### config.mk
export PLATFORM = sky130hd
export DESIGN_NAME = lidar_cluster_detector
export DESIGN_NICKNAME = d
export VERILOG_FILES = /design/src/rtl/core/lcd_pkg.sv /design/src/rtl/core/lidar_cluster_detector.sv /design/src/rtl/core/lcd_front.sv /design/src/rtl/core/lcd_fifo.sv /design/src/rtl/core/lcd_back.sv
export SDC_FILE = /design/constraint.sdc
export NUM_CORES = 2
export LEC_CHECK = 0
export ABC_AREA = 1
export BUFFER_PORTS_ARGS = -buffer_cell sky130_fd_sc_hd__buf_2
export CAP_MARGIN = 20
export CORE_MARGIN = 2
export CORE_UTILIZATION = 70
export CTS_BUF_LIST = sky130_fd_sc_hd__clkbuf_4 sky130_fd_sc_hd__clkbuf_8 sky130_fd_sc_hd__clkbuf_16
export CTS_CLUSTER_SIZE = 12
export DETAILED_ROUTE_END_ITERATION = 8
export PLACE_DENSITY = 0.88
export SLEW_MARGIN = 20
export SYNTH_ARGS = -nofsm -noshare
export SYNTH_HDL_FRONTEND = slang
export SYNTH_SLANG_ARGS = --single-unit
export TNS_END_PERCENT = 1
### constraint.sdc
create_clock -name clk -period 19 [get_ports clk]
set_input_delay 2.85 -clock clk [delete_from_list [all_inputs] [get_ports clk]]
set_output_delay 2.85 -clock clk [all_outputs]
set_load 0.1 [all_outputs]
### src/rtl/core/lcd_pkg.sv
// Package for the lidar cluster detector: register indexes, widths, result kinds,
// the arctangent table and the fixed CORDIC constants. No dependencies.
package lcd_pkg;
	localparam int ScanPointsDefault = 1024;
	localparam int CordicSteps = 20;
	localparam logic [10:0] Sat11 = 11'd2047;
	localparam logic [33:0] CordicGain = 34'd652032874;

	localparam logic [2:0] REG_MAX_CONSIDER = 3'd0;
	localparam logic [2:0] REG_RANGE_FLOOR = 3'd1;
	localparam logic [2:0] REG_RANGE_CEILING = 3'd2;
	localparam logic [2:0] REG_START_ANGLE = 3'd3;
	localparam logic [2:0] REG_ANGLE_STEP = 3'd4;
	localparam logic [2:0] REG_MIN_CLUSTER = 3'd5;
	localparam logic [2:0] REG_MAX_CLUSTER = 3'd6;

	localparam logic KIND_DETECT = 1'b0;
	localparam logic KIND_SUMMARY = 1'b1;

	// One closed cluster or one summary, as handed from front to back.
	// The index is kept at full sample width so that the angle sees all of it.
	typedef struct packed {
		logic        kind;
		logic [15:0] near_range;
		logic [15:0] near_index;
		logic [10:0] found_count;
		logic        last;
	} job_t;

	function automatic logic [31:0] atan_entry(input logic [4:0] i);
		logic [31:0] v;
		case (i)
			5'd0: v = 32'd536870912;
			5'd1: v = 32'd316933406;
			5'd2: v = 32'd167458907;
			5'd3: v = 32'd85004756;
			5'd4: v = 32'd42667331;
			5'd5: v = 32'd21354465;
			5'd6: v = 32'd10679838;
			5'd7: v = 32'd5340245;
			5'd8: v = 32'd2670163;
			5'd9: v = 32'd1335087;
			5'd10: v = 32'd667544;
			5'd11: v = 32'd333772;
			5'd12: v = 32'd166886;
			5'd13: v = 32'd83443;
			5'd14: v = 32'd41722;
			5'd15: v = 32'd20861;
			5'd16: v = 32'd10430;
			5'd17: v = 32'd5215;
			5'd18: v = 32'd2608;
			5'd19: v = 32'd1304;
			default: v = 32'd0;
		endcase
		return v;
	endfunction
endpackage

### src/rtl/core/lidar_cluster_detector.sv
// Top level of the lidar cluster detector: configuration registers, front,
// job queue and back part. Depends on lcd_pkg, lcd_front, lcd_fifo, lcd_back.
//
// The block takes one range sample per cycle while its four-entry job queue
// has at least two free entries; cluster tracking in the front keeps pace with
// the sensor. Each detection takes the back part through fetching the job, one
// multiply, 20 CORDIC iterations on the shared rotator and one output step,
// and a summary through fetch and output only, so the sustained rate is
// one sample per cycle while detections are sparse and is bounded by the
// CORDIC loop when they come close together. A scan end that also closes an
// accepted cluster stalls the input while the summary job follows the
// detection into the queue. Results wait in an output register, so a stalled
// consumer only holds the back part.
module lidar_cluster_detector #(
	parameter int ScanPoints = lcd_pkg::ScanPointsDefault
) (
	input  logic        clk,
	input  logic        arst_n,
	input  logic        in_valid,
	output logic        in_stall,
	input  logic [15:0] range_mm,
	input  logic        scan_end,
	input  logic        cfg_we,
	input  logic [2:0]  cfg_index,
	input  logic [15:0] cfg_data,
	output logic        out_valid,
	input  logic        out_stall,
	output logic        kind,
	output logic signed [16:0] pos_x,
	output logic signed [16:0] pos_y,
	output logic [9:0]  near_index,
	output logic [15:0] near_range,
	output logic [10:0] found_count,
	output logic        last
);
	import lcd_pkg::*;

	logic [15:0] max_consider_q, range_floor_q, range_ceiling_q, start_angle_q, angle_step_q;
	logic [10:0] min_cluster_q, max_cluster_q;

	// Configuration writes land directly; unlisted indexes are ignored.
	always_ff @(posedge clk or negedge arst_n) begin
		if (!arst_n) begin
			max_consider_q <= 16'd1000;
			range_floor_q <= 16'd0;
			range_ceiling_q <= 16'd65535;
			start_angle_q <= 16'd0;
			angle_step_q <= 16'd64;
			min_cluster_q <= 11'd3;
			max_cluster_q <= 11'd10;
		end else if (cfg_we) begin
			unique case (cfg_index)
				REG_MAX_CONSIDER: max_consider_q <= cfg_data;
				REG_RANGE_FLOOR: range_floor_q <= cfg_data;
				REG_RANGE_CEILING: range_ceiling_q <= cfg_data;
				REG_START_ANGLE: start_angle_q <= cfg_data;
				REG_ANGLE_STEP: angle_step_q <= cfg_data;
				REG_MIN_CLUSTER: min_cluster_q <= cfg_data[10:0];
				REG_MAX_CLUSTER: max_cluster_q <= cfg_data[10:0];
				default: ;
			endcase
		end
	end

	logic  front_idle, push_valid, free2, job_valid, job_take, in_take, push_wr;
	job_t  push_job, job;

	// A sample needs room for up to two jobs and no leftover summary pending.
	assign in_stall = !(front_idle && free2);
	assign in_take = in_valid && !in_stall;
	assign push_wr = push_valid && (front_idle ? 1'b1 : free2);

	lcd_front #(.ScanPoints(ScanPoints)) u_front (
		.clk, .arst_n, .in_take, .range_mm, .scan_end,
		.max_consider(max_consider_q), .range_floor(range_floor_q),
		.range_ceiling(range_ceiling_q), .min_cluster(min_cluster_q),
		.max_cluster(max_cluster_q), .idle(front_idle),
		.push_valid, .push_job, .push_ready(push_wr)
	);

	lcd_fifo u_fifo (
		.clk, .arst_n, .wr_en(push_wr), .wr_job(push_job), .free2,
		.rd_valid(job_valid), .rd_job(job), .rd_en(job_take)
	);

	lcd_back u_back (
		.clk, .arst_n, .job_valid, .job, .job_take,
		.start_angle(start_angle_q), .angle_step(angle_step_q),
		.out_valid, .out_stall, .kind, .pos_x, .pos_y, .near_index,
		.near_range, .found_count, .last
	);
endmodule

### src/rtl/core/lcd_front.sv
// Front part: qualifies range samples, tracks clusters and the scan count,
// and pushes detection and summary jobs. Depends on lcd_pkg.
module lcd_front #(
	parameter int ScanPoints = lcd_pkg::ScanPointsDefault
) (
	input  logic               clk,
	input  logic               arst_n,
	input  logic               in_take,
	input  logic [15:0]        range_mm,
	input  logic               scan_end,
	input  logic [15:0]        max_consider,
	input  logic [15:0]        range_floor,
	input  logic [15:0]        range_ceiling,
	input  logic [10:0]        min_cluster,
	input  logic [10:0]        max_cluster,
	output logic               idle,
	output logic               push_valid,
	output lcd_pkg::job_t      push_job,
	input  logic               push_ready
);
	import lcd_pkg::*;
	localparam int IdxW = $clog2(ScanPoints);

	logic              in_cluster_q;
	logic [10:0]       size_q;
	logic [15:0]       near_r_q;
	logic [IdxW-1:0]   near_i_q;
	logic [IdxW-1:0]   sample_q;
	logic [10:0]       count_q;
	// A second job (the summary after a cluster accepted at scan end) waits here.
	logic              pend_q;
	job_t              pend_job_q;

	logic        qual, close_now;
	logic [10:0] cnt_inc;
	job_t        det_job, sum_job;

	assign qual = (range_mm > range_floor) && (range_mm < max_consider);
	assign close_now = in_cluster_q && (!qual || scan_end);
	assign cnt_inc = (count_q < Sat11) ? count_q + 11'd1 : count_q;
	assign idle = !pend_q;

	// Near sample values that would result if this sample joins the cluster.
	logic [15:0]     nr_n;
	logic [IdxW-1:0] ni_n;
	logic [10:0]     sz_n;
	always_comb begin
		nr_n = in_cluster_q ? near_r_q : range_ceiling;
		ni_n = in_cluster_q ? near_i_q : sample_q;
		sz_n = in_cluster_q ? size_q : 11'd0;
		if (range_mm < nr_n) begin
			nr_n = range_mm;
			ni_n = sample_q;
		end
		if (sz_n < Sat11) sz_n = sz_n + 11'd1;
	end

	// Cluster closing at scan end uses the updated cluster when it qualifies.
	logic [15:0]     cr;
	logic [IdxW-1:0] ci;
	logic [10:0]     cs;
	logic            cl_any, cl_ok;
	logic [10:0]     cl_cnt;
	always_comb begin
		if (qual) begin
			cr = nr_n; ci = ni_n; cs = sz_n;
		end else begin
			cr = near_r_q; ci = near_i_q; cs = size_q;
		end
		cl_any = qual ? scan_end : close_now;
		cl_ok = cl_any && (cs >= min_cluster) && (cs <= max_cluster);
		cl_cnt = cl_ok ? cnt_inc : count_q;
		det_job.kind = KIND_DETECT;
		det_job.near_range = cr;
		det_job.near_index = 16'(ci);
		det_job.found_count = cnt_inc;
		det_job.last = !scan_end;
		sum_job.kind = KIND_SUMMARY;
		sum_job.near_range = 16'd0;
		sum_job.near_index = 16'd0;
		sum_job.found_count = cl_cnt;
		sum_job.last = 1'b1;
	end

	always_comb begin
		push_valid = 1'b0;
		push_job = det_job;
		if (pend_q) begin
			push_valid = 1'b1;
			push_job = pend_job_q;
		end else if (in_take) begin
			if (cl_ok) begin
				push_valid = 1'b1;
			end else if (scan_end) begin
				push_valid = 1'b1;
				push_job = sum_job;
			end
		end
	end

	always_ff @(posedge clk or negedge arst_n) begin
		if (!arst_n) begin
			in_cluster_q <= 1'b0;
			size_q <= '0;
			near_r_q <= '0;
			near_i_q <= '0;
			sample_q <= '0;
			count_q <= '0;
			pend_q <= 1'b0;
		end else begin
			if (pend_q && push_ready) pend_q <= 1'b0;
			if (in_take) begin
				if (cl_ok && scan_end) begin
					pend_q <= 1'b1;
					pend_job_q <= sum_job;
				end
				if (qual) begin
					in_cluster_q <= 1'b1;
					size_q <= sz_n;
					near_r_q <= nr_n;
					near_i_q <= ni_n;
				end else begin
					in_cluster_q <= 1'b0;
				end
				if (scan_end) begin
					in_cluster_q <= 1'b0;
					sample_q <= '0;
					count_q <= '0;
				end else begin
					sample_q <= (sample_q == IdxW'(ScanPoints - 1)) ? '0 : sample_q + 1'b1;
					count_q <= cl_cnt;
				end
			end
		end
	end
endmodule

### src/rtl/core/lcd_fifo.sv
// Short job queue between the front and the back part, four entries deep.
// Depends on lcd_pkg for the job type.
module lcd_fifo (
	input  logic          clk,
	input  logic          arst_n,
	input  logic          wr_en,
	input  lcd_pkg::job_t wr_job,
	output logic          free2,
	output logic          rd_valid,
	output lcd_pkg::job_t rd_job,
	input  logic          rd_en
);
	import lcd_pkg::*;
	job_t       mem_q [4];
	logic [1:0] wp_q, rp_q;
	logic [2:0] cnt_q;

	assign free2 = cnt_q <= 3'd2;
	assign rd_valid = cnt_q != 3'd0;
	assign rd_job = mem_q[rp_q];

	always_ff @(posedge clk) begin
		if (wr_en) mem_q[wp_q] <= wr_job;
	end

	always_ff @(posedge clk or negedge arst_n) begin
		if (!arst_n) begin
			wp_q <= '0;
			rp_q <= '0;
			cnt_q <= '0;
		end else begin
			if (wr_en) wp_q <= wp_q + 2'd1;
			if (rd_en) rp_q <= rp_q + 2'd1;
			cnt_q <= cnt_q + 3'(wr_en) - 3'(rd_en);
		end
	end
endmodule

### src/rtl/core/lcd_back.sv
// Back part: turns a job into a result, running an iterative CORDIC for
// detections, with an output register. Depends on lcd_pkg.
module lcd_back (
	input  logic          clk,
	input  logic          arst_n,
	input  logic          job_valid,
	input  lcd_pkg::job_t job,
	output logic          job_take,
	input  logic [15:0]   start_angle,
	input  logic [15:0]   angle_step,
	output logic          out_valid,
	input  logic          out_stall,
	output logic          kind,
	output logic signed [16:0] pos_x,
	output logic signed [16:0] pos_y,
	output logic [9:0]    near_index,
	output logic [15:0]   near_range,
	output logic [10:0]   found_count,
	output logic          last
);
	import lcd_pkg::*;
	localparam logic [2:0] ST_IDLE = 3'd0;
	localparam logic [2:0] ST_MUL = 3'd1;
	localparam logic [2:0] ST_ITER = 3'd2;
	localparam logic [2:0] ST_DONE = 3'd3;

	logic [2:0]  st_q;
	logic [4:0]  it_q;
	job_t        job_q;
	logic        flip_q;
	logic signed [37:0] x_q, y_q;
	logic signed [33:0] z_q;
	logic [15:0] ang_q;

	logic out_free;
	assign out_free = !out_valid || !out_stall;
	assign job_take = (st_q == ST_IDLE) && job_valid;

	logic signed [37:0] dx, dy, rx, ry;
	logic signed [53:0] prod;
	logic [31:0] a32;
	always_comb begin
		dx = y_q >>> it_q;
		dy = x_q >>> it_q;
		prod = $signed({4'd0, job_q.near_range, 34'd0} >> 34) * $signed({20'd0, CordicGain});
		a32 = {ang_q, 16'd0};
		if (a32[31] ^ a32[30]) a32 = a32 + 32'h8000_0000;
		rx = x_q + 38'sd32768;
		ry = y_q + 38'sd32768;
	end

	function automatic logic signed [16:0] to_mm(input logic signed [37:0] v, input logic f);
		logic signed [21:0] m;
		m = 22'(v >>> 16);
		if (f) m = -m;
		if (m > 22'sd65535) m = 22'sd65535;
		if (m < -22'sd65535) m = -22'sd65535;
		return 17'(m);
	endfunction

	always_ff @(posedge clk or negedge arst_n) begin
		if (!arst_n) begin
			st_q <= ST_IDLE;
			out_valid <= 1'b0;
			it_q <= '0;
		end else begin
			// A new result replaces the one taken in the same cycle.
			if (st_q == ST_DONE && out_free) out_valid <= 1'b1;
			else if (out_valid && !out_stall) out_valid <= 1'b0;
			unique case (st_q)
				ST_IDLE: if (job_valid) begin
					job_q <= job;
					ang_q <= start_angle + 16'(job.near_index * angle_step);
					st_q <= (job.kind == KIND_DETECT) ? ST_MUL : ST_DONE;
				end
				ST_MUL: begin
					x_q <= 38'(prod >>> 14);
					y_q <= '0;
					z_q <= 34'($signed(a32));
					flip_q <= ang_q[15] ^ ang_q[14];
					it_q <= '0;
					st_q <= ST_ITER;
				end
				ST_ITER: begin
					if (!z_q[33]) begin
						x_q <= x_q - dx;
						y_q <= y_q + dy;
						z_q <= z_q - $signed({2'd0, atan_entry(it_q)});
					end else begin
						x_q <= x_q + dx;
						y_q <= y_q - dy;
						z_q <= z_q + $signed({2'd0, atan_entry(it_q)});
					end
					it_q <= it_q + 5'd1;
					if (it_q == 5'(CordicSteps - 1)) st_q <= ST_DONE;
				end
				ST_DONE: if (out_free) begin
					kind <= job_q.kind;
					found_count <= job_q.found_count;
					last <= job_q.last;
					if (job_q.kind == KIND_DETECT) begin
						pos_x <= to_mm(rx, flip_q);
						pos_y <= to_mm(ry, flip_q);
						near_index <= job_q.near_index[9:0];
						near_range <= job_q.near_range;
					end else begin
						pos_x <= '0;
						pos_y <= '0;
						near_index <= '0;
						near_range <= '0;
					end
					st_q <= ST_IDLE;
				end
				default: st_q <= ST_IDLE;
			endcase
		end
	end
endmodule
## After elaboration in Yosys (flattened, before gate mapping)

Memory sizes are Yosys's and may differ from the RTL's.
Index checks and enable logic that the tools add are counted.

- RAM bits: 180
- Bits in registers: 428
- Input bits: 41
- Memories kept: 3
- Logic and storage cells: 202
- Bits in read-only memories: 1920
- Output and inout bits: 75

Memory list:

| memory | words | bits a word | read ports | clocked after memory_dff | write ports | line | RTL |
|---|---|---|---|---|---|---|---|
| (no name shown) | 32 | 30 | 1 | 0 | 0 | lcd_pkg.sv:32 | `case (i)` |
| (no name shown) | 32 | 30 | 1 | 0 | 0 | lcd_pkg.sv:32 |  |
| u_fifo.mem_q | 4 | 45 | 1 | 0 | 1 | lcd_fifo.sv:14 | `job_t mem_q [4];` |

- Equality and inequality tests: 14
- Magnitude comparators: 12
- Shift operators: 2
- Add/sub/neg operators: 20
- Multipliers: 2
- Bitwise gates (word level): 1
- Reductions and logical operators: 40
- Multiplexer cells: 68

Operators by type and width:

| operator | count |
|---|---|
| two-way mux 22 bit | 16 |
| two-way mux 45 bit | 4 |
| two-way mux 32 bit | 5 |
| case mux 38 bit (2 select lines) | 2 |
| adder 38 x 17 -> 38 bit (second input constant) | 2 |
| adder 38 bit | 2 |
| two-way mux 38 bit | 2 |
| >>> shifter 38 x 5 -> 38 bit | 2 |
| subtractor 38 bit | 2 |
| case mux 34 bit (2 select lines) | 1 |
| two-way mux 11 bit | 6 |
| two-way mux 10 bit | 5 |
| two-way mux 16 bit | 3 |
| multiplier 16 x 29 -> 45 bit (second input constant) | 1 |
| > comparator 22 x 17 -> 1 bit (second input constant) | 2 |
| less-than comparator 22 x 17 -> 1 bit (second input constant) | 2 |
| negation 22 bit | 2 |
| adder 34 x 33 -> 34 bit | 1 |
| two-way mux 17 bit | 2 |
| two-way mux 34 bit | 1 |
| subtractor 34 x 33 -> 34 bit | 1 |
| adder 32 bit (second input constant) | 1 |
| less-than comparator 16 bit | 2 |
| adder 11 x 1 -> 11 bit (second input constant) | 2 |
| other kinds (33) | 90 |

## Logic depth before layout (Yosys ltp)

- Depth in word-level cells: 16
- Depth in mapped cells: 39
- Depth with buffers taken out: 36

## Cells and area by module

A second synthesis with hierarchy kept.

- Cells, all modules: 7407
- Area total of the unflattened synthesis: 55747.2 µm²

Modules (own cells, without submodules):

| module | cells each | sequential area each (µm²) | area each (µm²) | times used |
|---|---|---|---|---|
| lcd_back | 5152 | 7377.1 | 36870.4 | 1 |
| lcd_fifo | 747 | 5580.4 | 7991.4 | 1 |
| lcd_front | 1050 | 1831.8 | 6817.8 | 1 |
| lidar_cluster_detector | 458 | 2586.2 | 4067.7 | 1 |

## Worst setup path before layout

No wires, ideal clock.

- Kind: in2reg
- From: in range_mm[11]
- To: mem u_fifo.mem_q[0][0] (netlist bit), enable pin
- Library setup time: 0.435 ns
- Data required time: 18.565 ns
- Setup slack: 10.913 ns
- Path buffers: 2
- Stages: 27
- Data arrival time: 7.652 ns
- Cell sequence: ha_1 -> nand2_1 -> inv_1 -> nand2_1 -> a31o_2 -> o211a_1 -> a32oi_1 -> nand2_1 -> inv_1 -> buf_2 -> clkbuf_1 -> nand3_1 -> o21ai_0 -> inv_1 -> ha_1 -> nand2_1 -> nor2_1 -> nand2_1 -> o2111ai_1 -> nand2_1 -> inv_1 -> nand3_1 -> nand2_1 -> nand2_1 -> nand2_1 -> inv_1 -> nor2_1

- Elaborated cells between the ends (all ways): 18
- Those cells by class: 4 x order compare; 7 x mux; 7 x reduce/logical

RTL lines:

| what | line | RTL |
|---|---|---|
| start, declared | lidar_cluster_detector.sv:21 | `input logic [15:0] range_mm,` |
| > comparator 16 bit / less-than comparator 16 bit (equally long branches) | lcd_front.sv:38 | `assign qual = (range_mm > range_floor) && (range_mm < max_consider);` |
| logical AND 1 bit (*) | lcd_front.sv:38 |  |
| two-way mux 11 bit (*) | -- |  |
| named net u_front.cs[10] | lcd_front.sv:61 | `logic [10:0] cs;` |
| >= comparator 11 bit | lcd_front.sv:71 | `cl_ok = cl_any && (cs >= min_cluster) && (cs <= max_cluster);` |
| logical AND 1 bit | lcd_front.sv:71 |  |
| logical AND 1 bit (*) | lcd_front.sv:71 |  |
| two-way mux 1 bit (*) | lcd_front.sv:92 | `if (cl_ok) begin` |
| two-way mux 1 bit (*) | lcd_front.sv:91 | `end else if (in_take) begin` |
| two-way mux 1 bit (*) | lcd_front.sv:88 | `if (pend_q) begin` |
| logical AND 1 bit (*) | lidar_cluster_detector.sv:71 | `assign push_wr = push_valid && (front_idle ? 1'b1 : free2);` |
| named net push_wr | lidar_cluster_detector.sv:65 | `logic front_idle, push_valid, free2, job_valid, job_take, in_take, push_wr;` |
| two-way mux 1 bit (*) | lcd_fifo.sv:23 | `if (wr_en) mem_q[wp_q] <= wr_job;` |
| two-way mux 1 bit (implied by the code) (*) | lcd_fifo.sv:23 |  |
| end, declared | lcd_fifo.sv:14 |  |

The timed path passes the listed nets; every way through them passes the cells marked *.

==> results.md <==
- Status: completed
- Post-DR wirelength/cell: 20.2 um
- Hpwl dp: 117000 um
- FMAX: 106 MHz
- DRC violations left: 0
- Critical Path AT: 9820 ps
- Cell family with most CP delay: simple AND/OR/NAND/NOR gates
- PostCTS Resize Cnt: 0
- Via count: 47.6k
- Fin crit period: 9430 ps
- Ys Warns: 0
- Grt total ovfl: 0
- Final Skew: 59.0 ps
- Number of synthesized flops with an enable pin: 406
- Total wire length: 156000 um
- Nets@finish: 7430
- Largest stage delay on the critical path: 840 ps
- Post-CTS Hold Buffers: 0
- Width of the die: 277 um
- CTS tree: built
- GPL Wtd Cong: 1.03
- CP startpoint kind: input port
- Main flop type after synthesis: edfxtp_1
- Post-DRT Antenna Nets: 0
- Clock sink count: 583
- Initial Utilization: 0.705
- Die Y: 277 um
- Max-Cap Viols: 0
- Most common cell after layout, fill and taps aside: nand2_1
- PortBufs: 115
- Skew-Pair Late Insertion Delay: 670 ps
- TritonCTS buffer count: 68
- Routed vias/inst: 6.16
- Sequential area share after synthesis: 0.319
- Slew headroom: 0.229
- Initial DRT Pass Iterations: 8
- Layout cell share with drive strength beyond 1: 0.0652
- Gr usage total: 0.403
- Syn_area_per_cell: 7.80 um^2
- Pin count of the biggest net entering global routing: 98
- IO Count: 116
- WP data required: 19390 ps
- Cells after Synth: 6698
- Floorplan core area: 74200 um^2
- Num rows: 100
- Worst setup EP type: flip-flop
- Netlist cell types: 69
- Crit Path Category: in -> reg
- Initial drt markers: 5300
- Post-Syn Area: 52300 um^2
- Vias in the first global route: 46.0k
- CP Max Fanout: 28
- Slew @ Worst Pin: 1150 ps
- Antenna violations before repair: 3
- Unrepaired setup endpoints after global routing: no
- Endpoints failing hold: 0
- Clk buf depth: 3
- H-Tree Level Count: 3
- Total Neg Setup Slack: 0 ps
- Die area: 76900 um^2
- Post-synth net total: 7417
- First-pass GRT wire length: 245000 um
- Clock-pin slew on the worst setup and hold paths: 60 ps
- Final setup vio count: 0
- Commonest cells after routing, fill and taps aside: nand2_1, inv_1, o21ai_0
- Synth-to-Final Area Change: 6.81%
- Pins Over Slew Limit: 0
- Root buf cell: clkbuf_16
- Synth async-reset ratio: 0.304
- Synthesized flop and latch total: 583
- Tcrit/Tclk final: 0.496
- CP Buf/Inv Count: 4
- Postcts setup bufs: 0
- Most common cell type on the critical path: nand2_1
- CP max stage cell: nand2_1
- Worst Hold Class: reg -> reg
## metal layers
metal	vias up	wire (um)	track usage
met4	2	8040	0.191
met1	22237	60100	0.526
met3	545	15900	0.0780
met5	-	11	0
li1	22002	-	-
met2	2832	72000	0.652
## final timing paths
check | slack (ps) | startpoint | end | depth (start not counted)
setup reg to reg | 11120 | u_fifo.rp_q[0]$_DFFE_PN0P_ | u_back.ang_q[15]$_DFFE_PP_ | 28
hold reg to reg | 420 | u_back.job_q[11]$_DFFE_PP_ | u_back.found_count[10]$_DFFE_PP_ | 0
setup / recovery | 9570 | range_mm[3] | u_fifo.mem_q[2][13]$_DFFE_PP_ | 25
min in group asynchronous | 2140 | arst_n | u_front.count_q[9]$_DFFE_PN0P_ | 1
hold / removal | 420 | u_back.job_q[11]$_DFFE_PP_ | u_back.found_count[10]$_DFFE_PP_ | 0
max in group asynchronous | 15510 | arst_n | start_angle_q[10]$_DFFE_PN0P_ | 2
## sequential cells by signal, indices dropped and copies added (netlist names), 16 cells and up
register           count
u_back.job_q          39
max_consider_q        16
range_ceiling_q       16
u_back.pos_x          17
start_angle_q         16
u_back.y_q            38
angle_step_q          16
range_floor_q         16
u_back.z_q            34
u_back.near_range     16
u_front.near_r_q      16
u_back.pos_y          17
u_back.ang_q          16
u_fifo.mem_q         156
u_back.x_q            38
## synthesized netlist by cell type, types with 40 or more instances
library cell | count | area share
mux2i_1 | 46 | 0.0088
fa_1 | 269 | 0.10
nor2_1 | 609 | 0.044
xor2_1 | 131 | 0.022
nor3_1 | 59 | 0.0056
inv_1 | 994 | 0.071
a21oi_1 | 396 | 0.038
o21ai_1 | 44 | 0.0042
o22ai_1 | 49 | 0.0059
xnor2_1 | 54 | 0.0090
a31oi_1 | 43 | 0.0051
ha_1 | 409 | 0.098
dfrtp_1 | 150 | 0.072
nand3_1 | 195 | 0.019
clkbuf_1 | 130 | 0.0093
nand2_1 | 1560 | 0.11
o211ai_1 | 40 | 0.0057
o21ai_0 | 643 | 0.062
nand4_1 | 59 | 0.0071
edfxtp_1 | 406 | 0.23
## per-stage QoR
stage	hold WS (ps)	area [um^2]	instances	util	setup slack (ps)
5_1_grt	430	55800	7730	0.753	8950
4_1_cts	425	55800	7730	0.752	9800
3_5_place_dp	406	53500	7610	0.721	9110
2_1_floorplan	400	52300	6698	-	10910
6_report	424	55800	7731	0.753	9570
3_3_place_gp	400	53500	7610	0.721	9300
## final cells by class
class	count	area (um^2)
clock buffers	88	1880
clock inverters	32	435
flip-flops and latches	583	16700
well taps	969	1210
fillers	5461	18400
inverters	1006	3780
multi-input cells	4900	31000
repair buffers	152	860
diodes	1	2.50
## cell families after synthesis
| family | Yosys count | share of synthesized area |
|---|---|---|
| buffers and inverters | 1215 | 0.0896 |
| XOR/XNOR | 188 | 0.0319 |
| AO/OA/AOI/OAI | 1349 | 0.141 |
| multiplexers | 48 | 0.00924 |
| flip-flops | 583 | 0.319 |
| AND/OR/NAND/NOR | 2637 | 0.208 |
| adder cells (fa/ha/maj) | 678 | 0.201 |
Power is left out: the tool's default activity adds up to more than one toggle a clock period on the data nets, which glitch-free logic cannot reach.
